## src/rtl/kbt_pkg.sv

```systemverilog
package kbt_pkg;

	typedef enum logic [1:0] {
		MODE_JOIN    = 2'd0,
		MODE_WAIT    = 2'd1,
		MODE_DESTROY = 2'd2,
		MODE_CLEANUP = 2'd3
	} mode_t;

	typedef enum logic [2:0] {
		ST_OK       = 3'd0,
		ST_RANGE    = 3'd1,
		ST_NOT_LIVE = 3'd2,
		ST_FULL     = 3'd3,
		ST_BROKEN   = 3'd4,
		ST_MISMATCH = 3'd5
	} status_t;

	localparam int unsigned KeyWidth   = 32;
	localparam int unsigned GoalWidth  = 7;
	localparam int unsigned IndexWidth = 8;
	localparam int unsigned SlotWidth  = 6;
	localparam int unsigned IdWidth    = 4;
	localparam int unsigned FreedWidth = 16;

	// Write strobes from the sequencer into the entry storage.
	typedef struct packed {
		logic mask_we;
		logic meta_we;
		logic count_we;
	} store_wr_t;

	// Flags produced by the shared compare unit for the entry under access.
	typedef struct packed {
		logic live;
		logic key_hit;
		logic goal_hit;
		logic bit_set;
		logic left_empty;
		logic broken;
		logic reached;
	} unit_res_t;

	typedef struct packed {
		logic [FreedWidth-1:0] released_mask;
		logic                  release_waiters;
		logic                  caller_blocks;
		logic [IdWidth-1:0]    barrier_id;
		status_t               status;
	} result_t;

endpackage

```

## src/rtl/kbt_store.sv

```systemverilog
module kbt_store #(
	parameter int unsigned NUM_BARRIERS = 16,
	parameter int unsigned NUM_PROCS    = 64,
	localparam int unsigned IW = (NUM_BARRIERS > 1) ? $clog2(NUM_BARRIERS) : 1
) (
	input  logic                            clk,
	input  logic                            arst_n,
	input  logic [IW-1:0]                   rd_idx,
	input  kbt_pkg::store_wr_t              wr,
	input  logic [kbt_pkg::KeyWidth-1:0]    wr_key,
	input  logic [kbt_pkg::GoalWidth-1:0]   wr_goal,
	input  logic [kbt_pkg::GoalWidth-1:0]   wr_count,
	input  logic [NUM_PROCS-1:0]            wr_mask,
	output logic [kbt_pkg::KeyWidth-1:0]    ent_key,
	output logic [kbt_pkg::GoalWidth-1:0]   ent_goal,
	output logic [kbt_pkg::GoalWidth-1:0]   ent_count,
	output logic [NUM_PROCS-1:0]            ent_mask
);

	logic [kbt_pkg::KeyWidth-1:0]  key_q   [NUM_BARRIERS];
	logic [kbt_pkg::GoalWidth-1:0] goal_q  [NUM_BARRIERS];
	logic [kbt_pkg::GoalWidth-1:0] count_q [NUM_BARRIERS];
	logic [NUM_PROCS-1:0]          mask_q  [NUM_BARRIERS];

	// A nonzero user mask marks a live entry, so only the masks are cleared.
	always_ff @(posedge clk or negedge arst_n) begin
		if (!arst_n) begin
			for (int i = 0; i < int'(NUM_BARRIERS); i++) begin
				mask_q[i] <= '0;
			end
		end else if (wr.mask_we) begin
			mask_q[rd_idx] <= wr_mask;
		end
	end

	always_ff @(posedge clk) begin
		if (wr.meta_we) begin
			key_q[rd_idx]  <= wr_key;
			goal_q[rd_idx] <= wr_goal;
		end
		if (wr.meta_we || wr.count_we) begin
			count_q[rd_idx] <= wr_count;
		end
	end

	assign ent_key   = key_q[rd_idx];
	assign ent_goal  = goal_q[rd_idx];
	assign ent_count = count_q[rd_idx];
	assign ent_mask  = mask_q[rd_idx];

endmodule

```

## src/rtl/kbt_unit.sv

```systemverilog
module kbt_unit #(
	parameter int unsigned NUM_PROCS = 64
) (
	input  logic [kbt_pkg::KeyWidth-1:0]  req_key,
	input  logic [kbt_pkg::GoalWidth-1:0] req_goal,
	input  logic [kbt_pkg::SlotWidth-1:0] req_slot,
	input  logic [kbt_pkg::KeyWidth-1:0]  ent_key,
	input  logic [kbt_pkg::GoalWidth-1:0] ent_goal,
	input  logic [kbt_pkg::GoalWidth-1:0] ent_count,
	input  logic [NUM_PROCS-1:0]          ent_mask,
	output kbt_pkg::unit_res_t            res,
	output logic [NUM_PROCS-1:0]          mask_set,
	output logic [NUM_PROCS-1:0]          mask_clr,
	output logic [kbt_pkg::GoalWidth-1:0] count_next
);

	localparam logic [NUM_PROCS-1:0] SlotOne = NUM_PROCS'(1);

	logic [NUM_PROCS-1:0] slot_bit;

	assign slot_bit   = SlotOne << req_slot;
	assign mask_set   = ent_mask | slot_bit;
	assign mask_clr   = ent_mask & ~slot_bit;
	assign count_next = ent_count + kbt_pkg::GoalWidth'(1);

	always_comb begin
		res            = '0;
		res.live       = |ent_mask;
		res.key_hit    = (ent_key == req_key);
		res.goal_hit   = (ent_goal == req_goal);
		res.bit_set    = |(ent_mask & slot_bit);
		res.left_empty = ~|mask_clr;
		res.broken     = (ent_count >= ent_goal);
		res.reached    = (count_next >= ent_goal);
	end

endmodule

```

## src/rtl/kbt_ctrl.sv

```systemverilog
module kbt_ctrl #(
	parameter int unsigned NUM_BARRIERS = 16,
	parameter int unsigned NUM_PROCS    = 64,
	localparam int unsigned IW = (NUM_BARRIERS > 1) ? $clog2(NUM_BARRIERS) : 1
) (
	input  logic                            clk,
	input  logic                            arst_n,
	input  logic                            in_valid,
	output logic                            in_ready,
	input  kbt_pkg::mode_t                  in_mode,
	input  logic [kbt_pkg::KeyWidth-1:0]    in_key,
	input  logic [kbt_pkg::GoalWidth-1:0]   in_goal,
	input  logic [kbt_pkg::IndexWidth-1:0]  in_index,
	input  logic [kbt_pkg::SlotWidth-1:0]   in_slot,
	input  logic [kbt_pkg::KeyWidth-1:0]    ent_key,
	input  logic [kbt_pkg::GoalWidth-1:0]   ent_goal,
	input  logic [kbt_pkg::GoalWidth-1:0]   ent_count,
	input  logic [NUM_PROCS-1:0]            ent_mask,
	output logic [IW-1:0]                   rd_idx,
	output kbt_pkg::store_wr_t              wr,
	output logic [kbt_pkg::KeyWidth-1:0]    wr_key,
	output logic [kbt_pkg::GoalWidth-1:0]   wr_goal,
	output logic [kbt_pkg::GoalWidth-1:0]   wr_count,
	output logic [NUM_PROCS-1:0]            wr_mask,
	output logic                            done,
	input  logic                            take,
	output kbt_pkg::result_t                result
);

	typedef enum logic [2:0] {
		IDLE,
		SCAN,
		PLACE,
		CLEAN,
		SINGLE,
		FINISH
	} state_t;

	localparam logic [IW-1:0] LastIdx = IW'(NUM_BARRIERS - 1);

	state_t                          state_q;
	kbt_pkg::mode_t                  mode_q;
	logic [kbt_pkg::KeyWidth-1:0]    key_q;
	logic [kbt_pkg::GoalWidth-1:0]   goal_q;
	logic [IW-1:0]                   index_q;
	logic [kbt_pkg::SlotWidth-1:0]   slot_q;
	logic [IW-1:0]                   scan_q;
	logic                            hit_q;
	logic [IW-1:0]                   hit_idx_q;
	logic                            free_q;
	logic [IW-1:0]                   free_idx_q;
	kbt_pkg::result_t                res_q;

	kbt_pkg::unit_res_t              ures;
	logic [NUM_PROCS-1:0]            mask_set;
	logic [NUM_PROCS-1:0]            mask_clr;
	logic [kbt_pkg::GoalWidth-1:0]   count_next;
	logic                            slot_bad;
	logic                            index_bad;
	kbt_pkg::result_t                accept_res;

	kbt_unit #(
		.NUM_PROCS (NUM_PROCS)
	) u_unit (
		.req_key    (key_q),
		.req_goal   (goal_q),
		.req_slot   (slot_q),
		.ent_key    (ent_key),
		.ent_goal   (ent_goal),
		.ent_count  (ent_count),
		.ent_mask   (ent_mask),
		.res        (ures),
		.mask_set   (mask_set),
		.mask_clr   (mask_clr),
		.count_next (count_next)
	);

	assign slot_bad  = ({1'b0, in_slot} >= (kbt_pkg::SlotWidth + 1)'(NUM_PROCS));
	assign index_bad = (in_index >= kbt_pkg::IndexWidth'(NUM_BARRIERS));
	assign in_ready  = (state_q == IDLE);
	assign done      = (state_q == FINISH);
	assign result    = res_q;

	// Starting result of a request: a failed range check is its final answer.
	always_comb begin
		accept_res = '0;
		if ((in_mode == kbt_pkg::MODE_JOIN || in_mode == kbt_pkg::MODE_CLEANUP)
				? slot_bad : index_bad) begin
			accept_res.status = kbt_pkg::ST_RANGE;
		end
	end

	always_ff @(posedge clk or negedge arst_n) begin
		if (!arst_n) begin
			state_q    <= IDLE;
			mode_q     <= kbt_pkg::MODE_JOIN;
			key_q      <= '0;
			goal_q     <= '0;
			index_q    <= '0;
			slot_q     <= '0;
			scan_q     <= '0;
			hit_q      <= 1'b0;
			hit_idx_q  <= '0;
			free_q     <= 1'b0;
			free_idx_q <= '0;
			res_q      <= '0;
		end else begin
			unique case (state_q)
				IDLE: begin
					if (in_valid) begin
						mode_q  <= in_mode;
						key_q   <= in_key;
						goal_q  <= in_goal;
						index_q <= in_index[IW-1:0];
						slot_q  <= in_slot;
						scan_q  <= '0;
						hit_q   <= 1'b0;
						free_q  <= 1'b0;
						res_q   <= accept_res;
						unique case (in_mode)
							kbt_pkg::MODE_JOIN, kbt_pkg::MODE_CLEANUP: begin
								if (slot_bad) begin
									state_q <= FINISH;
								end else begin
									state_q <= (in_mode == kbt_pkg::MODE_JOIN) ? SCAN : CLEAN;
								end
							end
							kbt_pkg::MODE_WAIT, kbt_pkg::MODE_DESTROY: begin
								if (index_bad) begin
									state_q <= FINISH;
								end else begin
									state_q <= SINGLE;
								end
							end
						endcase
					end
				end
				SCAN: begin
					// First live entry with the key wins; the lowest free
					// entry is kept in case there is none.
					if (ures.live && ures.key_hit && !hit_q) begin
						hit_q     <= 1'b1;
						hit_idx_q <= scan_q;
					end
					if (!ures.live && !free_q) begin
						free_q     <= 1'b1;
						free_idx_q <= scan_q;
					end
					if (scan_q == LastIdx) begin
						state_q <= PLACE;
					end else begin
						scan_q <= scan_q + IW'(1);
					end
				end
				PLACE: begin
					if (hit_q) begin
						res_q.barrier_id <= kbt_pkg::IdWidth'(hit_idx_q);
						if (!ures.goal_hit) begin
							res_q.status <= kbt_pkg::ST_MISMATCH;
						end
					end else if (free_q) begin
						res_q.barrier_id <= kbt_pkg::IdWidth'(free_idx_q);
					end else begin
						res_q.status <= kbt_pkg::ST_FULL;
					end
					state_q <= FINISH;
				end
				CLEAN: begin
					if (ures.bit_set && ures.left_empty) begin
						res_q.released_mask[scan_q] <= 1'b1;
					end
					if (scan_q == LastIdx) begin
						state_q <= FINISH;
					end else begin
						scan_q <= scan_q + IW'(1);
					end
				end
				SINGLE: begin
					if (!ures.live) begin
						res_q.status <= kbt_pkg::ST_NOT_LIVE;
					end else if (mode_q == kbt_pkg::MODE_WAIT) begin
						if (ures.broken) begin
							res_q.status <= kbt_pkg::ST_BROKEN;
						end else if (ures.reached) begin
							res_q.release_waiters <= 1'b1;
						end else begin
							res_q.caller_blocks <= 1'b1;
						end
					end else begin
						res_q.release_waiters <= 1'b1;
					end
					state_q <= FINISH;
				end
				FINISH: begin
					if (take) begin
						state_q <= IDLE;
					end
				end
				default: begin
					state_q <= IDLE;
				end
			endcase
		end
	end

	always_comb begin
		unique case (state_q)
			PLACE:   rd_idx = hit_q ? hit_idx_q : free_idx_q;
			SINGLE:  rd_idx = index_q;
			default: rd_idx = scan_q;
		endcase
	end

	always_comb begin
		wr       = '0;
		wr_key   = key_q;
		wr_goal  = goal_q;
		wr_count = count_next;
		wr_mask  = mask_set;
		unique case (state_q)
			PLACE: begin
				if (hit_q) begin
					wr.mask_we = 1'b1;
				end else if (free_q) begin
					// A free entry has an empty mask, so the set mask is the
					// caller's bit alone.
					wr.mask_we = 1'b1;
					wr.meta_we = 1'b1;
					wr_count   = '0;
				end
			end
			CLEAN: begin
				wr.mask_we = ures.bit_set;
				wr_mask    = mask_clr;
			end
			SINGLE: begin
				if (ures.live) begin
					if (mode_q == kbt_pkg::MODE_WAIT) begin
						wr.count_we = !ures.broken;
						wr_count    = ures.reached ? '0 : count_next;
					end else begin
						wr.mask_we = 1'b1;
						wr_mask    = '0;
					end
				end
			end
			default: begin
				wr = '0;
			end
		endcase
	end

endmodule

```

## src/rtl/keyed_barrier_table.sv

```systemverilog
// A join scans every entry through the single compare unit (SCAN), then updates or
// allocates one (PLACE); cleanup scans every entry (CLEAN); wait and destroy touch
// one entry (SINGLE); an out of range request goes straight to FINISH. No new
// request is taken until the result has been handed to the output register.
// Reset (arst_n, asynchronous, active low) frees every entry at once and idles the
// sequencer; keys, goals and counts are not cleared and are rewritten on allocation.
module keyed_barrier_table #(
	parameter int unsigned NUM_BARRIERS = 16,
	parameter int unsigned NUM_PROCS    = 64
) (
	input  logic        clk,
	input  logic        arst_n,
	input  logic        s_tvalid,
	output logic        s_tready,
	// key[31:0], goal[38:32], barrier_index[46:39], proc_slot[52:47], zero pad[55:53]
	input  logic [55:0] s_tdata,
	// mode[1:0]
	input  logic [1:0]  s_tuser,
	output logic        m_tvalid,
	input  logic        m_tready,
	// status[2:0], barrier_id[6:3], caller_blocks[7], release_waiters[8],
	// released_mask[24:9], zero pad[31:25]
	output logic [31:0] m_tdata
);

	localparam int unsigned IW = (NUM_BARRIERS > 1) ? $clog2(NUM_BARRIERS) : 1;

	// Unpacked input fields.
	logic [kbt_pkg::KeyWidth-1:0]   in_key;
	logic [kbt_pkg::GoalWidth-1:0]  in_goal;
	logic [kbt_pkg::IndexWidth-1:0] in_index;
	logic [kbt_pkg::SlotWidth-1:0]  in_slot;
	kbt_pkg::mode_t                 in_mode;

	// Storage access between the sequencer and the entry table.
	logic [IW-1:0]                  rd_idx;
	kbt_pkg::store_wr_t             wr;
	logic [kbt_pkg::KeyWidth-1:0]   wr_key;
	logic [kbt_pkg::GoalWidth-1:0]  wr_goal;
	logic [kbt_pkg::GoalWidth-1:0]  wr_count;
	logic [NUM_PROCS-1:0]           wr_mask;
	logic [kbt_pkg::KeyWidth-1:0]   ent_key;
	logic [kbt_pkg::GoalWidth-1:0]  ent_goal;
	logic [kbt_pkg::GoalWidth-1:0]  ent_count;
	logic [NUM_PROCS-1:0]           ent_mask;

	// Result handoff into the output register.
	logic                           done;
	logic                           take;
	logic                           out_free;
	kbt_pkg::result_t               result;
	kbt_pkg::result_t               out_q;
	logic                           out_valid_q;

	assign in_key   = s_tdata[31:0];
	assign in_goal  = s_tdata[38:32];
	assign in_index = s_tdata[46:39];
	assign in_slot  = s_tdata[52:47];
	assign in_mode  = kbt_pkg::mode_t'(s_tuser);

	kbt_store #(
		.NUM_BARRIERS (NUM_BARRIERS),
		.NUM_PROCS    (NUM_PROCS)
	) u_store (
		.clk       (clk),
		.arst_n    (arst_n),
		.rd_idx    (rd_idx),
		.wr        (wr),
		.wr_key    (wr_key),
		.wr_goal   (wr_goal),
		.wr_count  (wr_count),
		.wr_mask   (wr_mask),
		.ent_key   (ent_key),
		.ent_goal  (ent_goal),
		.ent_count (ent_count),
		.ent_mask  (ent_mask)
	);

	kbt_ctrl #(
		.NUM_BARRIERS (NUM_BARRIERS),
		.NUM_PROCS    (NUM_PROCS)
	) u_ctrl (
		.clk       (clk),
		.arst_n    (arst_n),
		.in_valid  (s_tvalid),
		.in_ready  (s_tready),
		.in_mode   (in_mode),
		.in_key    (in_key),
		.in_goal   (in_goal),
		.in_index  (in_index),
		.in_slot   (in_slot),
		.ent_key   (ent_key),
		.ent_goal  (ent_goal),
		.ent_count (ent_count),
		.ent_mask  (ent_mask),
		.rd_idx    (rd_idx),
		.wr        (wr),
		.wr_key    (wr_key),
		.wr_goal   (wr_goal),
		.wr_count  (wr_count),
		.wr_mask   (wr_mask),
		.done      (done),
		.take      (take),
		.result    (result)
	);

	// The output register frees the sequencer as soon as a result is handed
	// over, so a new request can be taken while the previous result still
	// waits for its transfer.
	assign out_free = !out_valid_q || m_tready;
	assign take     = done && out_free;

	always_ff @(posedge clk or negedge arst_n) begin
		if (!arst_n) begin
			out_valid_q <= 1'b0;
		end else if (take) begin
			out_valid_q <= 1'b1;
		end else if (m_tready) begin
			out_valid_q <= 1'b0;
		end
	end

	always_ff @(posedge clk) begin
		if (take) begin
			out_q <= result;
		end
	end

	assign m_tvalid = out_valid_q;
	assign m_tdata  = {7'b0, out_q.released_mask, out_q.release_waiters,
		out_q.caller_blocks, out_q.barrier_id, out_q.status};

	// A request transfer always starts a multi-cycle operation.
	a_busy_after_accept: assert property (@(posedge clk) disable iff (!arst_n)
		(s_tvalid && s_tready) |=> !s_tready)
		else $error("sequencer ready again right after a request transfer");

	// A finished result held back by a full output register must not change.
	a_result_held: assert property (@(posedge clk) disable iff (!arst_n)
		(done && !out_free) |=> (done && $stable(result)))
		else $error("pending result changed while waiting for the output register");

	// Errors other than a goal mismatch carry no slot, wake-up or released entries.
	a_error_clean: assert property (@(posedge clk) disable iff (!arst_n)
		(out_valid_q && out_q.status != kbt_pkg::ST_OK
			&& out_q.status != kbt_pkg::ST_MISMATCH)
		|-> (out_q.barrier_id == '0 && !out_q.caller_blocks
			&& !out_q.release_waiters && out_q.released_mask == '0))
		else $error("error result carries side information");

endmodule

```

## config.mk

```make
export PLATFORM = sky130hd
export DESIGN_NAME = keyed_barrier_table
export DESIGN_NICKNAME = d
export VERILOG_FILES = /design/src/rtl/kbt_pkg.sv /design/src/rtl/kbt_store.sv /design/src/rtl/kbt_unit.sv /design/src/rtl/kbt_ctrl.sv /design/src/rtl/keyed_barrier_table.sv
export SDC_FILE = /design/constraint.sdc
export NUM_CORES = 2
export LEC_CHECK = 0
export BUFFER_PORTS_ARGS = -buffer_cell sky130_fd_sc_hd__buf_2
export CAP_MARGIN = 20
export CORE_MARGIN = 2
export CORE_UTILIZATION = 50
export DETAILED_ROUTE_END_ITERATION = 10
export GPL_ROUTABILITY_DRIVEN = 0
export HOLD_SLACK_MARGIN = 0.02
export PLACE_DENSITY = 0.68
export SKIP_CTS_REPAIR_TIMING = 1
export SLEW_MARGIN = 20
export SYNTH_ARGS = -nofsm -noshare
export SYNTH_HDL_FRONTEND = slang
export SYNTH_HIERARCHICAL = 1
export SYNTH_SLANG_ARGS = --single-unit
```

## constraint.sdc

```tcl
create_clock -name clk -period 6.6 [get_ports clk]
set_input_delay 0.66 -clock clk [delete_from_list [all_inputs] [get_ports clk]]
set_output_delay 0.66 -clock clk [all_outputs]
set_load 0.005 [all_outputs]
```

# Word level (Yosys, flattened, before mapping)
# Memories as Yosys holds them, arrays and structs flattened.
# Index checks and enable logic that the tools add are counted.
word_totals:
  register_bits: 1143
  latchBits: 0
  mem_bits_rw: 736
  romBits: 0
  input_bits: 62
  n_memories: 3
mem_list:
  columns: ["memory", "depth", "width", "rd", "rd_ports_with_merged_regs", "write_ports", "line", "source"]
  rows:
  - ["u_store.key_q", 16, 32, 1, 0, 1, "kbt_store.sv:20", "logic [kbt_pkg::KeyWidth-1:0] key_q [NUM_BARRIERS];"]
  - ["u_store.count_q", 16, 7, 1, 0, 1, "kbt_store.sv:22", "logic [kbt_pkg::GoalWidth-1:0] count_q [NUM_BARRIERS];"]
  - ["u_store.goal_q", 16, 7, 1, 0, 1, "kbt_store.sv:21", "logic [kbt_pkg::GoalWidth-1:0] goal_q [NUM_BARRIERS];"]
classes:
  addsub: 2
  multipliers: 0
  div: 0
  n_lt_le_gt_ge: 7
  eq_ne: 31
  shift: 1
  muxes: 72
  bitwise: 6
  n_reduce_logical: 44
op_table:
  columns: ["op", "count"]
  rows:
  - ["$bwmux 1024", 1]
  - ["$mux 64", 5]
  - ["$bmux 64 s4", 1]
  - ["$demux 64 s4", 1]
  - ["$reduce_or 64->1", 3]
  - ["$and 64x64->64", 2]
  - ["$pmux 64 s2", 1]
  - ["$not 64->64", 1]
  - ["$or 64x64->64", 1]
  - ["$shl 1x6->64 const A", 1]
  - ["$mux 7", 6]
  - ["$eq 32x32->1", 1]
  - ["$pmux 16 s2", 1]
  - ["$mux 3", 9]
  - ["$mux 1", 25]
  - ["$mux 25", 1]
  - ["$pmux 4 s2", 3]
  - ["$mux 16", 1]
  - ["$mux 4", 4]
  - ["$ne 2x1->1 const B", 8]
  - ["$or 16x16->16", 1]
  - ["$pmux 3 s5", 1]
  - ["$reduce_and 3->1", 5]
  - ["$ge 7x7->1", 2]
  - ["39 further kinds", 78]

# Longest topological paths before layout
depth:
  word_depth: 12
  depth_mapped: 26
  depth_no_buf: 19

# Modules after synthesis
# The synthesis kept the hierarchy.
modules_own_cells:
  columns: ["mod", "instances", "cells_per_inst", "area_per_inst_um2"]
  rows:
  - ["kbt_store", 1, 3945, 73292.8]
  - ["kbt_ctrl", 1, 420, 4802.1]
  - ["kbt_unit", 1, 466, 3311.9]
  - ["keyed_barrier_table", 1, 37, 850.8]

# Worst setup path after synthesis
# Ideal clock, no wire load.
synth_path:
  kind: "reg-to-reg"
  from: "register u_ctrl.state_q[1]"
  to: "register u_store/mask_q[451] in the netlist's numbering"
  setup_time_ns: 0.125
  arrival_ns: 5.335
  path_slack_ns: 1.140
  stages_incl_launch_ff: 25
  period_less_slack_ns: 5.460
  cell_sequence: "dfrtp_1 buf_6 clkbuf_1 clkbuf_1 a22o_1 a22oi_1 o21ai_0 buf_4 buf_2 buf_2 clkbuf_1 mux4_2 a22oi_1 nand2_1 nor4_1 nand4_1 or4_1 and4bb_2 nor2b_1 nand3b_1 nand3b_1 or3_1 buf_4 buf_6 mux2_2"
synth_lines:
  columns: ["element", "line", "source"]
  rows:
  - ["from (decl)", "kbt_ctrl.sv:41", "state_t state_q;"]
  - ["from (signal assigned)", "kbt_ctrl.sv:125", "state_q <= (in_mode == kbt_pkg::MODE_JOIN) ? SCAN : CLEAN;"]
  - ["to (signal, indexed assignment)", "kbt_store.sv:32", "mask_q[rd_idx] <= wr_mask;"]
  - ["to (decl)", "kbt_store.sv:23", "logic [NUM_PROCS-1:0] mask_q [NUM_BARRIERS];"]

==> metrics.md <==
| Metric | Value |
|---|---|
| Syn avg cell area | 16.9 µm² |
| Die Wd | 410 µm |
| Clock root buffer | clkbuf_16 |
| Yosys reg bits | 1879 |
| Clock-pin slew on the worst setup and hold paths | 60 ps |
| Slew headroom | ~26% |
| Bufs on Longest Clock Path | 3 |
| Slowest cell on crit path | or4_1 |
| Worst Tran Pin Value | 1110 ps |
| Hold path depth | 2 |
| I/O Buffers | 85 |
| Crit Path Max Fanout | 64 |
| Minimum clock period | 6410 ps |
| Register area share after synthesis | 61.8% |
| Finished Cell Area | 92800 µm² |
| First-pass GRT wire length | ~300 mm |
| Main area contributors after synthesis | dfrtp_1 (34%), edfxtp_1 (28%), mux2_2 (15%) |
| Worst r2r dst | u_store/mask_q[610] |
| Worst EP arrival | 7160 ps |
| Leak Pwr | 39.2 nW |
| Max Cap Viol | 0 |
| Cell Area, Synth | 82300 µm² |
| Outcome | complete, no violations |
| Power density cells | 469 nW/µm² |
| CTS tree | yes |
| Netlist cell types | 72 |
| Worst-path cell chain | nor2_1, a22o_1, a22oi_1, o21ai_4, buf_12, buf_4, mux4_2, a22oi_1, nand2_1, nor4_1, nand4_1, or4_1, and4bb_2, nor2b_1, buf_4, nor2_4, buf_12, a22o_1, mux2_2 |
| Top-count cell post-synth | dfrtp_1 |
| Clk sinks | 1879 |
| Worst Skew | around 42 ps |
| DR vias/cell | 6.18 |
| Largest area contributor in the synthesized netlist | dfrtp_1 |
| Fin crit share | 97.1% |
| Vias | ~45000 |
| CP Launch Point | u_ctrl/state_q[1] |
| Dpl cell area | 86400 µm² |
| Initial DRC Count | 4126 |
| Critical Path RT | ~7400 ps |
| Std cell rows | 148 |
| Post-Route Setup TNS | 0 ps |
| Core box area | 163000 µm² |
| Synth Instances | 4868 |
| Drc violations | 0 |
| Inst Count DP | 6986 |
| Initial antenna violation count | 2 |
| Die area | roughly 170000 µm² |
| Initial Util | roughly 50% |
| Most common flop cell mapped by yosys | dfrtp_1 |
| Final setup vio count | 0 |
| Post-DRT Antenna Nets | 0 |
| Hold path start | s_tdata[21] |
| Post-synth top area share | around a third |
| R2R cell count | 19 |
| Ports | 96 |
| Largest net degree at the start of global routing | about 180 |
| Post-Route WL | 196 mm |
| Area growth syn-to-layout | 12.9% |
| CP Launch Type | register |
| CTS Buf Count | around 190 |
| Nets | slightly above 5000 |
| Hold Slack | 53.1 ps |
| Crit end category | register |
| Worst R2R Setup Slack | around 190 ps |
| Hold crit path type | in -> reg |
| Yosys Warn Count | 6 |
| Detail Placement HPWL | approximately 120 mm |
| Post-synth EDFFs | about 760 |
| Average wire per standard cell | 26.7 µm |
| Fin. Hold Viols | 0 |
| RR Startpoint | u_ctrl/state_q[1] |
| Slowest stage delay, CP | 710 ps |
| Non-filler cells, final | 7345 |
| GRT Resource Usage Total | 23.5% |
| Pre-antenna DRT Iters | 7 |
| Skew-Pair Late Insertion Delay | 840 ps |
| Commonest cells post-synth | dfrtp_1 (1118), mux2_2 (1092), edfxtp_1 (761) |
| Vias in the first global route | around 48000 |
| Die height | slightly above 400 µm |
| H-tree depth | 4 |
| Slew Limit Fails | 0 |
| RSZ-0062 raised after global routing | false |
| Grt ovf | 0 |
| Layout cells sized above 1 | between 40% and 50% |
| Peak supply drop | roughly 0.4 mV |
| Worst Path Class, Setup | reg -> reg |
| Max frequency | 156 MHz |
| Async set-reset flop share out of synthesis | 59.5% |
| Hold EP | u_ctrl/wr_key[21] |
layer usage:
metal	wire, µm	global-route usage (%)
met3	10100	3.30
met1	83700	32.7
met5	0	0
met4	5090	6.91
met2	96900	38.9
per-stage QoR:
stage          power (mW)  utilization, %  worst slack, ps
4_1_cts              43.8            56.9              129
3_3_place_gp         32.6            52.9              211
5_1_grt              45.6            56.9             13.4
6_report             43.6            56.9              192
3_5_place_dp         33.0            53.0              206
2_1_floorplan        27.0               -             1140
cells by family (layout without fill, tap and decap cells):
family | Yosys count | in the layout | share of synthesized area [%]
flip-flops | 1879 | 1879 | 61.8
multiplexers | 1551 | 1551 | 27.3
AO/OA/AOI/OAI | 542 | 542 | 4.90
buffers and inverters | 416 | 710 | 2.66
AND/OR/NAND/NOR | 413 | 413 | 2.60
XOR/XNOR | 46 | 46 | 0.490
adder cells (fa/ha/maj) | 20 | 20 | 0.304
other | 1 | 9 | 0.00456
worst max-delay path: cells and delay by family (launching register included):
| kind | cells | cell delay [ps] |
|---|---|---|
| flip-flops | 1 | 480 |
| multiplexers | 2 | 830 |
| buffers and inverters | 4 | 1030 |
| AND/OR/NAND/NOR | 8 | 2550 |
| AO/OA/AOI/OAI | 5 | 1350 |
area by class of cell:
cell class / instances / area (µm²)
Antenna cell: 2 / 5.00
Fill cell: 12400 / 70300
Clock buffer: 286 / 5600
Multi-Input combinational cell: 2579 / 29600
Tap cell: 2175 / 2720
Sequential cell: 1879 / 50800
Inverter: 17 / 63.8
Clock inverter: 68 / 743
Timing Repair Buffer: 339 / 3300
how the worst max path moves through the flow:
stage | to | slack, ps
after global routing | u_store/mask_q[730] | 10
after detailed placement | u_store/mask_q[781] | 210
after global placement | u_store/mask_q[821] | 210
after CTS | u_store/mask_q[808] | 130
final | u_store/mask_q[610] | 190
after floorplan | u_store/mask_q[451] | 1140
power by group:
group          internal [mW]  total [mW]  switching, mW
Clock                   6.21        10.8           4.57
Combinational           7.02        16.7           9.72
Sequential              14.7        16.0           1.31
cells in the final DEF, fill, tap and decap left out, drive strengths merged, types with 7 or more instances in the layout:
cell type / netlist / layout
clkinv: 0 / 44
clkinvlp: 0 / 7
buf: 231 / 338
nor2b: 21 / 21
clkbuf: 168 / 286
mux4: 441 / 441
a31oi: 30 / 30
nand4: 15 / 15
xor2: 36 / 36
xnor2: 10 / 10
conb: 1 / 7
mux2: 1094 / 1094
a22oi: 237 / 237
mux2i: 16 / 16
inv: 17 / 26
nor4: 33 / 33
dfrtp: 1118 / 1118
a22o: 69 / 69
o22ai: 10 / 10
ha: 20 / 20
nor2: 93 / 93
a21oi: 26 / 26
and3: 9 / 9
bufinv: 0 / 8
o21ai: 20 / 20
and2: 16 / 16
nand2b: 14 / 14
a21boi: 56 / 56
edfxtp: 761 / 761
nand2: 153 / 153
a21o: 55 / 55
nand3: 17 / 17
flip-flops by register name, indices dropped and copies added (netlist names), 2 cells and up:
name	count
u_ctrl/scan_q	4
u_store/goal_q	112
u_ctrl/mode_q	2
u_ctrl/result	25
m_tdata	25
u_ctrl/index_q	4
u_ctrl/free_idx_q	4
u_store/mask_q	1024
u_ctrl/wr_goal	7
u_ctrl/state_q	3
u_store/count_q	112
u_ctrl/slot_q	6
u_ctrl/wr_key	32
u_ctrl/hit_idx_q	4
u_store/key_q	512
(Power assumes the default switching activity.)
